===== config.mk =====
export PLATFORM = sky130hd
export DESIGN_NAME = i2c_lcd_backpack_writer
export DESIGN_NICKNAME = d
export VERILOG_FILES = /design/src/hw/rtl/lcdbp_pkg.sv /design/src/hw/rtl/i2c_lcd_backpack_writer.sv
export SDC_FILE = /design/constraint.sdc
export NUM_CORES = 1
export LEC_CHECK = 0
export BUFFER_PORTS_ARGS = -buffer_cell sky130_fd_sc_hd__buf_2
export CAP_MARGIN = 40
export CORE_ASPECT_RATIO = 0.75
export CORE_UTILIZATION = 55
export CTS_BUF_LIST = sky130_fd_sc_hd__clkbuf_8
export DETAILED_ROUTE_END_ITERATION = 7
export PLACE_DENSITY = 0.71
export REMOVE_ABC_BUFFERS = 1
export SKIP_LAST_GASP = 1
export SLEW_MARGIN = 20
export SYNTH_ARGS = -nofsm -noshare
export SYNTH_HDL_FRONTEND = slang
export SYNTH_SLANG_ARGS = --single-unit

===== constraint.sdc =====
create_clock -name clk -period 8.2 [get_ports clk]
set_input_delay 0.82 -clock clk [delete_from_list [all_inputs] [get_ports clk]]
set_output_delay 0.82 -clock clk [all_outputs]
set_load 0.02 [all_outputs]

===== src/hw/rtl/lcdbp_pkg.sv =====
// Shared types and constants for the I2C LCD backpack writer.
// Holds the bus phase encoding, queue sizing and the result word layout.
// No dependencies.
package lcdbp_pkg;

	// Queue sizing
	localparam int QUEUE_DEPTH = 64;
	localparam int QPTR_W      = $clog2(QUEUE_DEPTH);
	localparam int QCNT_W      = $clog2(QUEUE_DEPTH + 1);

	// Expander byte bits: backlight, enable strobe, register select
	localparam logic [7:0] EXP_BACKLIGHT = 8'h08;
	localparam logic [7:0] EXP_ENABLE    = 8'h04;
	localparam logic [7:0] EXP_RS        = 8'h01;

	// Last bit index inside a byte, last byte index inside a write
	localparam logic [2:0] LAST_BIT  = 3'd7;
	localparam logic [2:0] LAST_BYTE = 3'd4;

	// Request kinds on the input stream
	localparam logic OP_PUSH = 1'b0;
	localparam logic OP_TICK = 1'b1;

	// Bus phases, one delay tick each
	typedef enum logic [3:0] {
		PH_IDLE     = 4'd0,
		PH_START_A  = 4'd1,
		PH_START_B  = 4'd2,
		PH_BIT_LOW  = 4'd3,
		PH_BIT_HIGH = 4'd4,
		PH_ACK_LOW  = 4'd5,
		PH_ACK_HIGH = 4'd6,
		PH_STOP_A   = 4'd7,
		PH_STOP_B   = 4'd8,
		PH_STOP_C   = 4'd9
	} phase_t;

	// Queue entry: flag above the LCD byte
	typedef struct packed {
		logic       char_flag;
		logic [7:0] value;
	} entry_t;

	// Result word, packed from bit 0 upward: scl_low first
	typedef struct packed {
		logic [2:0] pad;
		logic       ack_seen;
		logic       ack_valid;
		logic       dropped;
		logic [6:0] queue_count;
		logic       busy_res;
		logic       sda_low;
		logic       scl_low;
	} result_t;

endpackage


===== src/hw/rtl/i2c_lcd_backpack_writer.sv =====
// I2C LCD backpack writer: byte queue in a 64-entry RAM plus an I2C bit-bang
// sequencer. Depends on lcdbp_pkg.
//
// Each result is registered before it shows on the master side. Throughput:
// one request per cycle unless the skid register is full; a two-deep output
// stage keeps intake running while a result waits. The queue RAM is written on
// a push and read on the tick that starts a write, never both in one cycle.
// Reset (arst_n low, asynchronous): empty queue, idle bus, address 39.
module i2c_lcd_backpack_writer (
	input  logic        clk,
	input  logic        arst_n,
	// Configuration: device address
	input  logic        cfg_valid,
	output logic        cfg_ready,
	input  logic [6:0]  cfg_data,
	// Request stream
	input  logic        s_tvalid,
	output logic        s_tready,
	input  logic [15:0] s_tdata,   // [7:0] value, [8] sda_in, [15:9] zero
	input  logic [1:0]  s_tuser,   // [0] operation, [1] char_flag
	// Result stream
	output logic        m_tvalid,
	input  logic        m_tready,
	output logic [15:0] m_tdata    // [0] scl_low, [1] sda_low, [2] busy_res,
	                               // [9:3] queue_count, [10] dropped,
	                               // [11] ack_valid, [12] ack_seen, [15:13] zero
);
	import lcdbp_pkg::*;

	// Request fields
	logic       operation;
	logic [7:0] value;
	logic       char_flag;
	logic       sda_in;
	logic       req_acc;

	assign operation = s_tuser[0];
	assign char_flag = s_tuser[1];
	assign value     = s_tdata[7:0];
	assign sda_in    = s_tdata[8];

	// Architectural state
	phase_t            phase_q, phase_n;
	logic [2:0]        bit_pos_q, bit_pos_n;
	logic [2:0]        byte_pos_q, byte_pos_n;
	logic [QPTR_W-1:0] rd_ptr_q, rd_ptr_n;
	logic [QPTR_W-1:0] wr_ptr_q, wr_ptr_n;
	logic [QCNT_W-1:0] count_q, count_n;
	logic [6:0]        dev_addr_q;

	// Queue RAM and its registered read port (the current entry)
	entry_t mem [QUEUE_DEPTH];
	entry_t cur_entry_q;
	logic   mem_we;
	logic   mem_re;

	// Result datapath
	result_t res;
	logic    dropped;
	logic    ack_valid;
	logic    ack_seen;
	logic [7:0] out_byte;
	logic       out_bit;

	// Output stage: main register plus skid register
	result_t out_q, skid_q;
	logic    out_valid_q, skid_valid_q;
	logic    out_take;

	assign cfg_ready = 1'b1;
	assign s_tready  = !skid_valid_q;
	assign req_acc   = s_tvalid && s_tready;
	assign m_tvalid  = out_valid_q;
	assign m_tdata   = out_q;
	assign out_take  = out_valid_q && m_tready;

	function automatic logic [QPTR_W-1:0] ptr_inc(input logic [QPTR_W-1:0] p);
		if (p == QPTR_W'(QUEUE_DEPTH - 1)) begin
			return '0;
		end
		return p + 1'b1;
	endfunction

	// Configuration register
	always_ff @(posedge clk or negedge arst_n) begin
		if (!arst_n) begin
			dev_addr_q <= 7'd39;
		end else if (cfg_valid && cfg_ready) begin
			dev_addr_q <= cfg_data;
		end
	end

	// Next state: queue bookkeeping and bus sequencer
	always_comb begin
		phase_n    = phase_q;
		bit_pos_n  = bit_pos_q;
		byte_pos_n = byte_pos_q;
		rd_ptr_n   = rd_ptr_q;
		wr_ptr_n   = wr_ptr_q;
		count_n    = count_q;
		mem_we     = 1'b0;
		mem_re     = 1'b0;
		dropped    = 1'b0;
		ack_valid  = 1'b0;
		ack_seen   = 1'b0;
		if (req_acc && operation == OP_PUSH) begin
			// full ring: oldest entry is overwritten, count unchanged
			mem_we   = 1'b1;
			wr_ptr_n = ptr_inc(wr_ptr_q);
			if (count_q == QCNT_W'(QUEUE_DEPTH)) begin
				rd_ptr_n = ptr_inc(rd_ptr_q);
				dropped  = 1'b1;
			end else begin
				count_n = count_q + 1'b1;
			end
		end else if (req_acc) begin
			unique case (phase_q)
				PH_START_A: phase_n = PH_START_B;
				PH_START_B: begin
					bit_pos_n  = '0;
					byte_pos_n = '0;
					phase_n    = PH_BIT_LOW;
				end
				PH_BIT_LOW: phase_n = PH_BIT_HIGH;
				PH_BIT_HIGH: begin
					if (bit_pos_q == LAST_BIT) begin
						phase_n = PH_ACK_LOW;
					end else begin
						bit_pos_n = bit_pos_q + 1'b1;
						phase_n   = PH_BIT_LOW;
					end
				end
				PH_ACK_LOW: begin
					phase_n   = PH_ACK_HIGH;
					ack_valid = 1'b1;
					ack_seen  = !sda_in;
				end
				PH_ACK_HIGH: begin
					if (byte_pos_q >= LAST_BYTE) begin
						phase_n = PH_STOP_A;
					end else begin
						byte_pos_n = byte_pos_q + 1'b1;
						bit_pos_n  = '0;
						phase_n    = PH_BIT_LOW;
					end
				end
				PH_STOP_A: phase_n = PH_STOP_B;
				PH_STOP_B: phase_n = PH_STOP_C;
				default: begin
					// idle, stop C and unused codes: start the next write if any
					if (count_q != '0) begin
						mem_re     = 1'b1;
						rd_ptr_n   = ptr_inc(rd_ptr_q);
						count_n    = count_q - 1'b1;
						bit_pos_n  = '0;
						byte_pos_n = '0;
						phase_n    = PH_START_A;
					end else begin
						phase_n = PH_IDLE;
					end
				end
			endcase
		end
	end

	// Byte on the wire; the entry read at start is only needed from bit phases on
	always_comb begin
		case (byte_pos_n)
			3'd0: out_byte = {dev_addr_q, 1'b0};
			3'd1: out_byte = {cur_entry_q.value[7:4], 4'h0} | EXP_BACKLIGHT | EXP_ENABLE
				| (cur_entry_q.char_flag ? EXP_RS : 8'h00);
			3'd2: out_byte = {cur_entry_q.value[7:4], 4'h0} | EXP_BACKLIGHT
				| (cur_entry_q.char_flag ? EXP_RS : 8'h00);
			3'd3: out_byte = {cur_entry_q.value[3:0], 4'h0} | EXP_BACKLIGHT | EXP_ENABLE
				| (cur_entry_q.char_flag ? EXP_RS : 8'h00);
			default: out_byte = {cur_entry_q.value[3:0], 4'h0} | EXP_BACKLIGHT
				| (cur_entry_q.char_flag ? EXP_RS : 8'h00);
		endcase
		// MSB first: bit index 7 - pos
		out_bit = out_byte[~bit_pos_n];
	end

	// Line levels of the phase after this request
	always_comb begin
		res             = '0;
		res.dropped     = dropped;
		res.ack_valid   = ack_valid;
		res.ack_seen    = ack_seen;
		res.queue_count = 7'(count_n);
		res.busy_res    = (phase_n >= PH_START_A) && (phase_n <= PH_STOP_C);
		case (phase_n)
			PH_START_B: res.sda_low = 1'b1;
			PH_BIT_LOW: begin
				res.scl_low = 1'b1;
				res.sda_low = !out_bit;
			end
			PH_BIT_HIGH: res.sda_low = !out_bit;
			PH_ACK_LOW:  res.scl_low = 1'b1;
			PH_STOP_A: begin
				res.scl_low = 1'b1;
				res.sda_low = 1'b1;
			end
			PH_STOP_B: res.sda_low = 1'b1;
			default: ;
		endcase
	end

	// State registers
	always_ff @(posedge clk or negedge arst_n) begin
		if (!arst_n) begin
			phase_q    <= PH_IDLE;
			bit_pos_q  <= '0;
			byte_pos_q <= '0;
			rd_ptr_q   <= '0;
			wr_ptr_q   <= '0;
			count_q    <= '0;
		end else begin
			phase_q    <= phase_n;
			bit_pos_q  <= bit_pos_n;
			byte_pos_q <= byte_pos_n;
			rd_ptr_q   <= rd_ptr_n;
			wr_ptr_q   <= wr_ptr_n;
			count_q    <= count_n;
		end
	end

	// Queue RAM: one write or one read per cycle, read data registered
	always_ff @(posedge clk) begin
		if (mem_we) begin
			mem[wr_ptr_q] <= '{char_flag: char_flag, value: value};
		end
		if (mem_re) begin
			cur_entry_q <= mem[rd_ptr_q];
		end
	end

	// Output stage control
	always_ff @(posedge clk or negedge arst_n) begin
		if (!arst_n) begin
			out_valid_q  <= 1'b0;
			skid_valid_q <= 1'b0;
		end else if (req_acc) begin
			if (!out_valid_q || out_take) begin
				out_valid_q <= 1'b1;
			end else begin
				skid_valid_q <= 1'b1;
			end
		end else if (out_take) begin
			out_valid_q  <= skid_valid_q;
			skid_valid_q <= 1'b0;
		end
	end

	// Output stage payload
	always_ff @(posedge clk) begin
		if (req_acc) begin
			if (!out_valid_q || out_take) begin
				out_q <= res;
			end else begin
				skid_q <= res;
			end
		end else if (out_take && skid_valid_q) begin
			out_q <= skid_q;
		end
	end

endmodule

==> results of run 1 <==
-- worst register-to-register path, cell delays in order (launching register included) --
cell and delay (ns):
dfrtp_1 0.43, nand3b_1 0.53, nor4_2 0.69, nand2_1 0.20
a32oi_2 0.35, a221oi_2 0.09, or4_1 0.49, o2111ai_2 0.12
a31oi_1 0.14, o21bai_1 0.23, a31oi_1 0.12
-- through the flow --
stage	cells	utilization, %	setup slack (ns)	hold WS (ns)
4_1_cts	2102	62.6	4.57	0.319
6_report	2120	62.9	4.54	0.372
2_1_floorplan	1205	-	0.738	0.480
3_3_place_gp	1882	57.7	3.98	0.496
3_5_place_dp	1934	58.9	4.03	0.503
5_1_grt	2120	62.9	4.28	0.340
-- sequential cells by signal, summed over array words and instances (netlist names) --
register and count:
skid_valid_q 1, mem 576, m_tvalid 1, rd_ptr_q 6, wr_ptr_q 6, cur_entry_q 9
m_tdata 13, byte_pos_q 3, count_q 7, skid_q 13, dev_addr_q 7, phase_q 4
bit_pos_q 3
-- what timing repair did --
item / 4_1_cts / 5_1_grt
resized for setup: 0 / 0
hold endpoints to repair: 8 / 0
hold buffers: 1 / 0
-- path summary, 6_finish.rpt --
path,startpoint,end,slack (ns),depth (start not counted)
max,skid_valid_q,m_tdata[1],4.54,10
min,m_tready,skid_valid_q,0.37,2
max reg2reg,skid_valid_q,m_tdata[1],4.54,10
min reg2reg,skid_q[2],m_tdata[2],0.52,2
max in group asynchronous,arst_n,dev_addr_q[0],7.11,3
min in group asynchronous,arst_n,count_q[4],0.57,2
-- power by group --
part	switching (mW)	total [mW]	internal, mW
combinational	1.13	2.17	1.05
sequential	0.207	3.99	3.79
clock	1.20	2.39	1.18
-- cell families (layout without fill, tap and decap cells) --
kind of cell / Yosys count / after routing / share of synthesized area, %
buffers and inverters: 87 / 300 / 1.45
DFF: 649 / 649 / 74.4
other: 2 / 4 / 0.0289
adders and majority gates: 8 / 8 / 0.386
muxes: 200 / 200 / 16.9
xor gates and xnor gates: 10 / 10 / 0.338
AOI/OAI and AO/OA: 81 / 81 / 2.21
and+or+nand+nor: 238 / 238 / 4.32
-- per-layer routing --
| metal | vias to the layer above | wire [µm] | GRT usage, % |
|---|---|---|---|
| li1 | 5540 | - | - |
| met1 | 6598 | 23500 | 35.0 |
| met2 | 543 | 24000 | 33.0 |
| met3 | 67 | 4710 | 6.40 |
| met4 | 2 | 882 | 6.22 |
| met5 | - | 16 | 0 |
-- cells in the final DEF (no fill, tap or decap), types with 5 or more instances in the layout --
cell type / netlist / routed
edfxtp_1: 611 / 611
mux4_2: 189 / 189
clkinv_2: 0 / 13
mux2_2: 9 / 9
dfrtp_1: 34 / 30
nand2b_1: 6 / 6
nor2_1: 89 / 89
clkbuf_8: 0 / 98
o21ai_0: 17 / 17
nand4_1: 6 / 6
ha_1: 8 / 8
nand3_1: 22 / 22
a21oi_1: 17 / 17
inv_1: 15 / 41
o31ai_1: 6 / 6
nor2b_1: 5 / 5
a31oi_1: 7 / 7
nor3_1: 10 / 8
buf_2: 3 / 37
xnor2_1: 6 / 6
clkinv_1: 0 / 20
buf_4: 4 / 68
buf_12: 0 / 11
nand2_1: 68 / 68
a21o_1: 5 / 5
-- final cells by class --
type                       instances  area, µm²  share of cell area (%)
sequential                       649      19300                    66.3
multi-input combinational        541       6280                    21.6
clock buffer                      98       1350                    4.63
timing repair buffer             118        953                    3.27
tap                              630        788                    2.71
clock inverter                    69        387                    1.33
inverter                          15       56.3                   0.193
==> impl_metrics.env, run 1 <==
export IMPL_status="completed"
export IMPL_cts_root_buf="clkbuf_8"
export IMPL_ys_ff_latch=649
export IMPL_endpoint_kind="flop"
export IMPL_grt_max_degree=88
export IMPL_synth_area_leaders="edfxtp_1 71%, mux4_2 16%, dfrtp_1 3.3%, nor2_1 1.3%, nand2_1 0.98%"
export IMPL_fmax_mhz=273
export IMPL_drv_cap=0
export IMPL_detail_route_first_pass_iterations=5
export IMPL_htree_num_levels=3
export IMPL_crit_top_cell="a31oi_1"
export IMPL_vias_per_cell=6.01
export IMPL_cts_tree="done"
export IMPL_synthFlopType="edfxtp_1"
export IMPL_globalplace_congestion=0.833
export IMPL_synth_edf_count=611
export IMPL_path_clk_slew_ns=0.06
export IMPL_grt_overflow_total=0
export IMPL_setup_violations=0
export IMPL_slowest_stage="nor4_2"
export IMPL_antenna_found_initial=2
export IMPL_vias=12750
export IMPL_drive_gt1_share_pct=31.5
export IMPL_area_delta_synth_final_pct=12.3
export IMPL_route_detailed_drc=0
export IMPL_detail_route_antenna_nets=0
export IMPL_critical_path_cell_chain="nand3b_1, nor4_2, nand2_1, a32oi_2, a221oi_2, or4_1, o2111ai_2, a31oi_1, o21bai_1, a31oi_1"
export IMPL_path_delay_family="simple AND/OR/NAND/NOR gates"
export IMPL_grtUsageTotal_pct=23.0
export IMPL_grt_pass1_vias=12713
export IMPL_die_area_um2=48100
export IMPL_seq_area_frac_synth_pct=74.4
export IMPL_crit_fanout=14
export IMPL_synth_area_um2=25900
export IMPL_grt_pass1_wl_um=79800
export IMPL_dp_hpwl_um=33700
export IMPL_power_mw=8.55
export IMPL_dpl_cell_area_um2=27200
export IMPL_yosys_area_top_type="edfxtp_1"
export IMPL_fin_setup_tns_ns=0
export IMPL_first_iter_violations=1329
export IMPL_worst_path_buf_inv=0
export IMPL_yosys_area_top_type_share_pct=70.7
export IMPL_drv_slew=0
export IMPL_core_area_um2=46300
export IMPL_max_stage_delay_ns=0.69
export IMPL_synth_area_per_cell_um2=20.3
export IMPL_cts_sinks=649
export IMPL_critPathLaunchType="flop"
export IMPL_fill_cells=3163
export IMPL_rsz0062_at_grt="false"
export IMPL_hold_viol_final=0
export IMPL_power_density_nw_per_um2=294
export IMPL_min_path_type="in -> reg"
export IMPL_ir_drop_mv=0.217
export IMPL_yosysMostFrequentCell="edfxtp_1"
export IMPL_async_flop_share_pct=5.86
export IMPL_ys_types=71
export IMPL_period_needed_ns=3.66
export IMPL_worst_ep_arrival_time_ns=4.05
export IMPL_insertion_delay_ns=0.68
export IMPL_die_w_um=253
export IMPL_ys_warn_count=0
export IMPL_clk_path_buf_depth=3
export IMPL_synthTopCellsByCount="611 x edfxtp_1, 189 x mux4_2, 89 x nor2_1"
export IMPL_pin_count=49
export IMPL_nets=1457
export IMPL_synth_cells=1275
export IMPL_cp_required_ns=8.59
export IMPL_io_buffers=37
export IMPL_tightest_slew_ns=0.841
export IMPL_timing_slew_headroom_pct=43.7
export IMPL_initial_core_util_pct=56.1
export IMPL_antenna_cells=0
export IMPL_finish_instance_area_um2=29100
export IMPL_finalClockSkew_ns=0.0404
export IMPL_cts_setup_buffers=0
export IMPL_cts_inserted_buffers=94
export IMPL_fin_crit_sh_pct=44.7
export IMPL_die_y_um=190
export IMPL_p_leak_nw=9.45
export IMPL_routed_wl_um=53100
export IMPL_num_rows=68
export IMPL_wl_per_cell_um=25.1
export IMPL_crit_type="reg -> reg"
(Power assumes the default switching activity.)
==> inputs of run 2 (changes only) <==
--- a/config.mk
+++ b/config.mk
@@ -11,7 +11,7 @@
 export CORE_UTILIZATION = 55
 export CTS_BUF_LIST = sky130_fd_sc_hd__clkbuf_8
 export DETAILED_ROUTE_END_ITERATION = 7
-export PLACE_DENSITY = 0.71
+export PLACE_DENSITY = 0.74
 export REMOVE_ABC_BUFFERS = 1
 export SKIP_LAST_GASP = 1
 export SLEW_MARGIN = 20
==> constraint.sdc (replaced) <==
create_clock -name clk -period 3.05 [get_ports clk]
set_input_delay 0.305 -clock clk [delete_from_list [all_inputs] [get_ports clk]]
set_output_delay 0.305 -clock clk [all_outputs]
set_load 0.02 [all_outputs]
==> run 2 against run 1 <==
  * Sequential power rose to 2.6 times the previous value
  * First-iteration DRC count rose by 9.0%
  * Sequential share of layout area is 1.4 points lower
  * Core utilization grew 1.4 points
  * Setup slack worse by 4.5 ns
  * Fmax increased by 21%
  * Routed wire length up 5.4%
  * Final cell count increased by 3.5%
  * Combinational power increased to 3.2 times the previous value
==> impl_metrics.env, run 2 (synthesis gave the netlist of run 1 again) <==
export IMPL_first_iter_violations=1448
export IMPL_die_area_um2=48100
export IMPL_grt_max_degree=64
export IMPL_hold_ws_ns=0.0736
export IMPL_fin_setup_tns_ns=0
export IMPL_p_leak_nw=9.81
export IMPL_finalClockSkew_ns=0.0315
export IMPL_insertion_delay_ns=0.69
export IMPL_fill_cells=3129
export IMPL_vias_per_cell=6.03
export IMPL_grt_pass1_vias=12960
export IMPL_cp_required_ns=3.49
export IMPL_worst_ep_arrival_time_ns=3.46
export IMPL_antenna_found_initial=1
export IMPL_route_detailed_drc=0
export IMPL_antenna_cells=0
export IMPL_routed_wl_um=56000
export IMPL_stdcell_count=2194
export IMPL_critPathLaunchType="flop"
export IMPL_die_w_um=253
export IMPL_detail_route_first_pass_iterations=7
export IMPL_drv_slew=0
export IMPL_multi_input_area_um2=6350
export IMPL_area_delta_synth_final_pct=14.8
export IMPL_path_clk_slew_ns=0.07
export IMPL_mostFrequentLayoutCells="611 x edfxtp_1, 189 x mux4_2, 117 x buf_4"
export IMPL_cts_inserted_buffers=94
export IMPL_endpoint_kind="flop"
export IMPL_num_rows=68
export IMPL_crit_type="reg -> reg"
export IMPL_dp_hpwl_um=35800
export IMPL_cts_sinks=649
export IMPL_top_register="mem"
export IMPL_nets=1530
export IMPL_grt_overflow_total=0
export IMPL_final_util_pct=64.3
export IMPL_core_area_um2=46300
export IMPL_ir_drop_mv=0.602
export IMPL_die_y_um=190
export IMPL_pin_count=49
export IMPL_drive_gt1_share_pct=33.4
export IMPL_crit_top_cell="a31oi_1"
export IMPL_globalplace_congestion=0.845
export IMPL_clk_path_buf_depth=3
export IMPL_tightest_slew_ns=0.722
export IMPL_largest_reg_flops=576
export IMPL_detail_route_antenna_nets=0
export IMPL_setup_violations=0
export IMPL_timing_slew_headroom_pct=51.5
export IMPL_io_buffers=37
export IMPL_status="completed"
export IMPL_power_mw=23.5
export IMPL_period_needed_ns=3.02
export IMPL_rsz0062_at_grt="true"
export IMPL_htree_num_levels=3
export IMPL_fmax_mhz=331
export IMPL_drv_cap=0
export IMPL_hold_viol_final=0
export IMPL_cts_root_buf="clkbuf_8"
export IMPL_fin_crit_sh_pct=98.9
export IMPL_grt_pass1_wl_um=83000
export IMPL_cts_tree="done"
export IMPL_slowest_stage="or4_4"
export IMPL_crit_fanout=3
export IMPL_max_stage_delay_ns=0.57
export IMPL_vias=13240
export IMPL_critical_path_cell_chain="or4_4, nor2_4, o21a_1, o21ai_1, a32oi_2, a221oi_2, or4_1, o2111ai_2, a31oi_1, o21bai_1, a31oi_1"
export IMPL_layout_commonest_cell="edfxtp_1"
export IMPL_min_path_type="in -> reg"
export IMPL_grtUsageTotal_pct=24.2
export IMPL_wl_per_cell_um=25.5
export IMPL_place_inst=2003
export IMPL_seq_area_um2=19300
export IMPL_power_density_nw_per_um2=791
export IMPL_initial_core_util_pct=56.1
[run 2: final cells by class]
type	instances	area share, %
multi-input combinational	541	21.3
sequential	649	64.9
timing repair buffer	191	5.42
tap	630	2.65
clock inverter	72	1.11
clock buffer	96	4.44
inverter	15	0.189
[run 2: critical path, delay by kind of cell (launching register included)]
family / cells / cell delay (ns)
AND/OR/NAND/NOR: 3 / 1.20
AO/OA/AOI/OAI: 8 / 1.17
flip-flops: 1 / 0.40
[run 2: what timing repair did]
action                                  in CTS  in global routing
pin swaps                                    1                  7
hold buffers                                19                  0
setup buffers                                0                  4
hold endpoints to repair                    49                  0
endpoints found under the setup margin       2                  3
resized for setup                            5                 13
[run 2: through the flow]
step           area (µm²)  worst slack (ns)
2_1_floorplan       25600             -4.41
3_3_place_gp        27700            0.0210
3_5_place_dp        27800           -0.0578
4_1_cts             29700           0.00177
5_1_grt             29800            -0.137
6_report            29800            0.0325
[run 2: path summary, 6_finish.rpt]
kind / from / end / slack, ns / depth (start not counted)
min reg2reg: skid_q[6] / m_tdata[6] / 0.52 / 1
min: s_tdata[1] / mem[63][1] / 0.07 / 1
min in group asynchronous: arst_n / dev_addr_q[1] / 0.17 / 2
max reg2reg: count_q[5] / m_tdata[1] / 0.03 / 11
max: count_q[5] / m_tdata[1] / 0.03 / 11
max in group asynchronous: arst_n / bit_pos_q[1] / 2.10 / 3
[run 2: report_power, final]
| group | switching [mW] | total [mW] | internal (mW) | leakage, nW |
|---|---|---|---|---|
| Sequential | 0.292 | 10.5 | 10.2 | 5.97 |
| Clock | 3.26 | 6.21 | 2.95 | 0.974 |
| Combinational | 3.59 | 6.86 | 3.27 | 2.87 |
[run 2: layer usage]
layer | GRT usage, % | share of wire (%) | vias up
met5 | 0 | 0.023 | -
met2 | 33.7 | 44 | 614
met1 | 37.4 | 44 | 6853
met4 | 6.64 | 2.1 | 2
met3 | 6.98 | 9.8 | 91
li1 | - | - | 5680
==> inputs of run 3 (changes only) <==
--- a/config.mk
+++ b/config.mk
@@ -8,10 +8,9 @@
 export BUFFER_PORTS_ARGS = -buffer_cell sky130_fd_sc_hd__buf_2
 export CAP_MARGIN = 40
 export CORE_ASPECT_RATIO = 0.75
-export CORE_UTILIZATION = 55
+export CORE_UTILIZATION = 40
 export CTS_BUF_LIST = sky130_fd_sc_hd__clkbuf_8
 export DETAILED_ROUTE_END_ITERATION = 7
-export PLACE_DENSITY = 0.74
 export REMOVE_ABC_BUFFERS = 1
 export SKIP_LAST_GASP = 1
 export SLEW_MARGIN = 20
==> run 3 against run 2 <==
  * Critical path depth rose by 1
  * Clock-buffer cell count rose by 5
  * Sequential share of layout area fell by 1.6 points
  * Final cell count rose by 12%
  * Sequential power barely moved
  * Fmax fell by 2.3%
  * The flow now finishes with violations (negative setup slack)
  * First-iteration DRC count fell by 9.1%
  * Sequential cell count did not move
  * Die area rose by 37%
==> impl_metrics.env, run 3 (synthesis gave the netlist of run 1 again) <==
export IMPL_layout_commonest_cell="edfxtp_1"
export IMPL_power_mw=24.4
export IMPL_cts_sinks=649
export IMPL_vias=13367
export IMPL_cts_inserted_buffers=99
export IMPL_insertion_delay_ns=0.73
export IMPL_crit_top_cell="buf_4"
export IMPL_finalClockSkew_ns=0.0570
export IMPL_wl_per_cell_um=24.3
export IMPL_setup_violations=1
export IMPL_num_rows=80
export IMPL_route_detailed_drc=0
export IMPL_violations="negative setup slack"
export IMPL_ir_drop_mv=0.413
export IMPL_fin_crit_sh_pct=101
export IMPL_critical_path_cell_chain="or4_4, buf_4, a211oi_2, nor4_4, a21oi_4, buf_4, mux2i_1, o31a_1, o2111ai_2, a211oi_1, o21bai_2, a31oi_1"
export IMPL_drv_cap=0
export IMPL_final_util_pct=47.8
export IMPL_area_delta_synth_final_pct=17.7
export IMPL_fill_cells=5380
export IMPL_worst_ep_arrival_time_ns=3.61
export IMPL_die_w_um=296
export IMPL_cts_tree="done"
export IMPL_p_leak_nw=10.0
export IMPL_drv_slew=0
export IMPL_grt_max_degree=65
export IMPL_min_path_type="in -> reg"
export IMPL_rsz0062_at_grt="true"
export IMPL_multi_input_area_um2=6370
export IMPL_vias_per_cell=5.42
export IMPL_cp_required_ns=3.57
export IMPL_crit_type="reg -> reg"
export IMPL_detail_route_antenna_nets=0
export IMPL_clk_path_buf_depth=3
export IMPL_grt_pass1_wl_um=88700
export IMPL_core_area_um2=63900
export IMPL_mostFrequentLayoutCells="611 x edfxtp_1, 189 x mux4_2, 149 x buf_4"
export IMPL_largest_reg_flops=576
export IMPL_die_y_um=223
export IMPL_status="finished with violations"
export IMPL_period_needed_ns=3.09
export IMPL_tightest_slew_ns=0.857
export IMPL_slowest_stage="or4_4"
export IMPL_antenna_cells=0
export IMPL_nets=1570
export IMPL_seq_area_um2=19300
export IMPL_grtUsageTotal_pct=18.7
export IMPL_initial_core_util_pct=40.6
export IMPL_dp_hpwl_um=38200
export IMPL_setup_ws_ns=-0.0372
export IMPL_io_buffers=37
export IMPL_globalplace_congestion=0.846
export IMPL_path_clk_slew_ns=0.06
export IMPL_top_register="mem"
export IMPL_antenna_found_initial=4
export IMPL_endpoint_kind="flop"
export IMPL_cts_root_buf="clkbuf_8"
export IMPL_htree_num_levels=3
export IMPL_fin_setup_tns_ns=-0.0372
export IMPL_fmax_mhz=324
export IMPL_first_iter_violations=1316
export IMPL_worst_path_buf_inv=2
export IMPL_max_stage_delay_ns=0.58
export IMPL_grt_overflow_total=0
export IMPL_pin_count=49
export IMPL_path_delay_family="compound AO/OA/AOI/OAI gates"
export IMPL_detail_route_first_pass_iterations=5
export IMPL_critPathLaunchType="flop"
export IMPL_power_density_nw_per_um2=800
export IMPL_drive_gt1_share_pct=35.8
export IMPL_routed_wl_um=59900
export IMPL_die_area_um2=65900
export IMPL_hold_viol_final=0
export IMPL_timing_slew_headroom_pct=42.4
export IMPL_crit_fanout=5
export IMPL_grt_pass1_vias=13288
run 3: cell count changes in the layout (fill, tap and decap cells not counted), moves of 2 or more:
cell | before | now
inv_8 | 4 | 0
buf_4 | 117 | 149
inv_6 | 2 | 0
clkinv_2 | 6 | 15
clkbuf_8 | 96 | 101
o21ai_1 | 3 | 1
inv_1 | 47 | 35
inv_12 | 0 | 2
clkinvlp_4 | 0 | 3
clkinv_1 | 25 | 28
bufinv_16 | 0 | 3
run 3: metrics by stage:
stage,instance area (µm²),setup WS [ns],hold slack (ns),std cells
4_1_cts,30400,-0.0818,0.0393,2461
5_1_grt,30500,-0.156,0.0599,2466
6_report,30500,-0.0372,0.0755,2466
3_5_place_dp,28400,-0.107,0.205,2265
3_3_place_gp,28300,-0.0795,0.487,2263
2_1_floorplan,25600,-4.41,0.00941,1205
run 3: what timing repair did:
item / 4_1_cts / 5_1_grt
endpoints found under the hold margin: 49 / 0
pin swaps: 7 / 13
hold buffers: 19 / 0
resized for setup: 8 / 15
endpoints found under the setup margin: 2 / 5
setup buffers: 3 / 6
run 3: layout make-up:
type,instances,area share [%]
flip-flops and latches,649,63.3
multi-input cells,541,20.9
repair buffers,226,6.27
clock buffers,101,4.55
well taps,861,3.53
clock inverters,73,1.34
inverters,15,0.184
run 3: power breakdown:
group,total [mW],internal (mW),leakage (nW),switching [mW]
sequential,10.5,10.2,5.97,0.279
combinational,7.25,3.51,3.06,3.74
clock,6.69,3.34,1.00,3.36
run 3: path summary, 6_finish.rpt:
check	cells past startpoint	startpoint	slack (ns)	to
min in group asynchronous	3	arst_n	0.12	bit_pos_q[1]
min	1	s_tdata[3]	0.08	mem[13][3]
max reg2reg	12	count_q[3]	-0.04	m_tdata[1]
max in group asynchronous	3	arst_n	2.01	skid_valid_q
min reg2reg	2	skid_q[11]	0.52	m_tdata[11]
max	12	count_q[3]	-0.04	m_tdata[1]
run 3: worst reg2reg max path: stages, from the launching register on:
cell,delay [ns]
dfrtp_1,0.40
or4_4,0.58
buf_4,0.16
a211oi_2,0.30
nor4_4,0.08
a21oi_4,0.21
buf_4,0.15
mux2i_1,0.19
o31a_1,0.15
o2111ai_2,0.13
a211oi_1,0.30
o21bai_2,0.12
a31oi_1,0.17
run 3: layer usage:
| layer | part of all wire (%) | global-route usage, % | vias up |
|---|---|---|---|
| li1 | - | - | 5773 |
| met1 | 47 | 28.8 | 7052 |
| met2 | 45 | 26.6 | 454 |
| met3 | 6.9 | 4.45 | 88 |
| met4 | 1.6 | 4.36 | 0 |
| met5 | 0 | 0 | - |
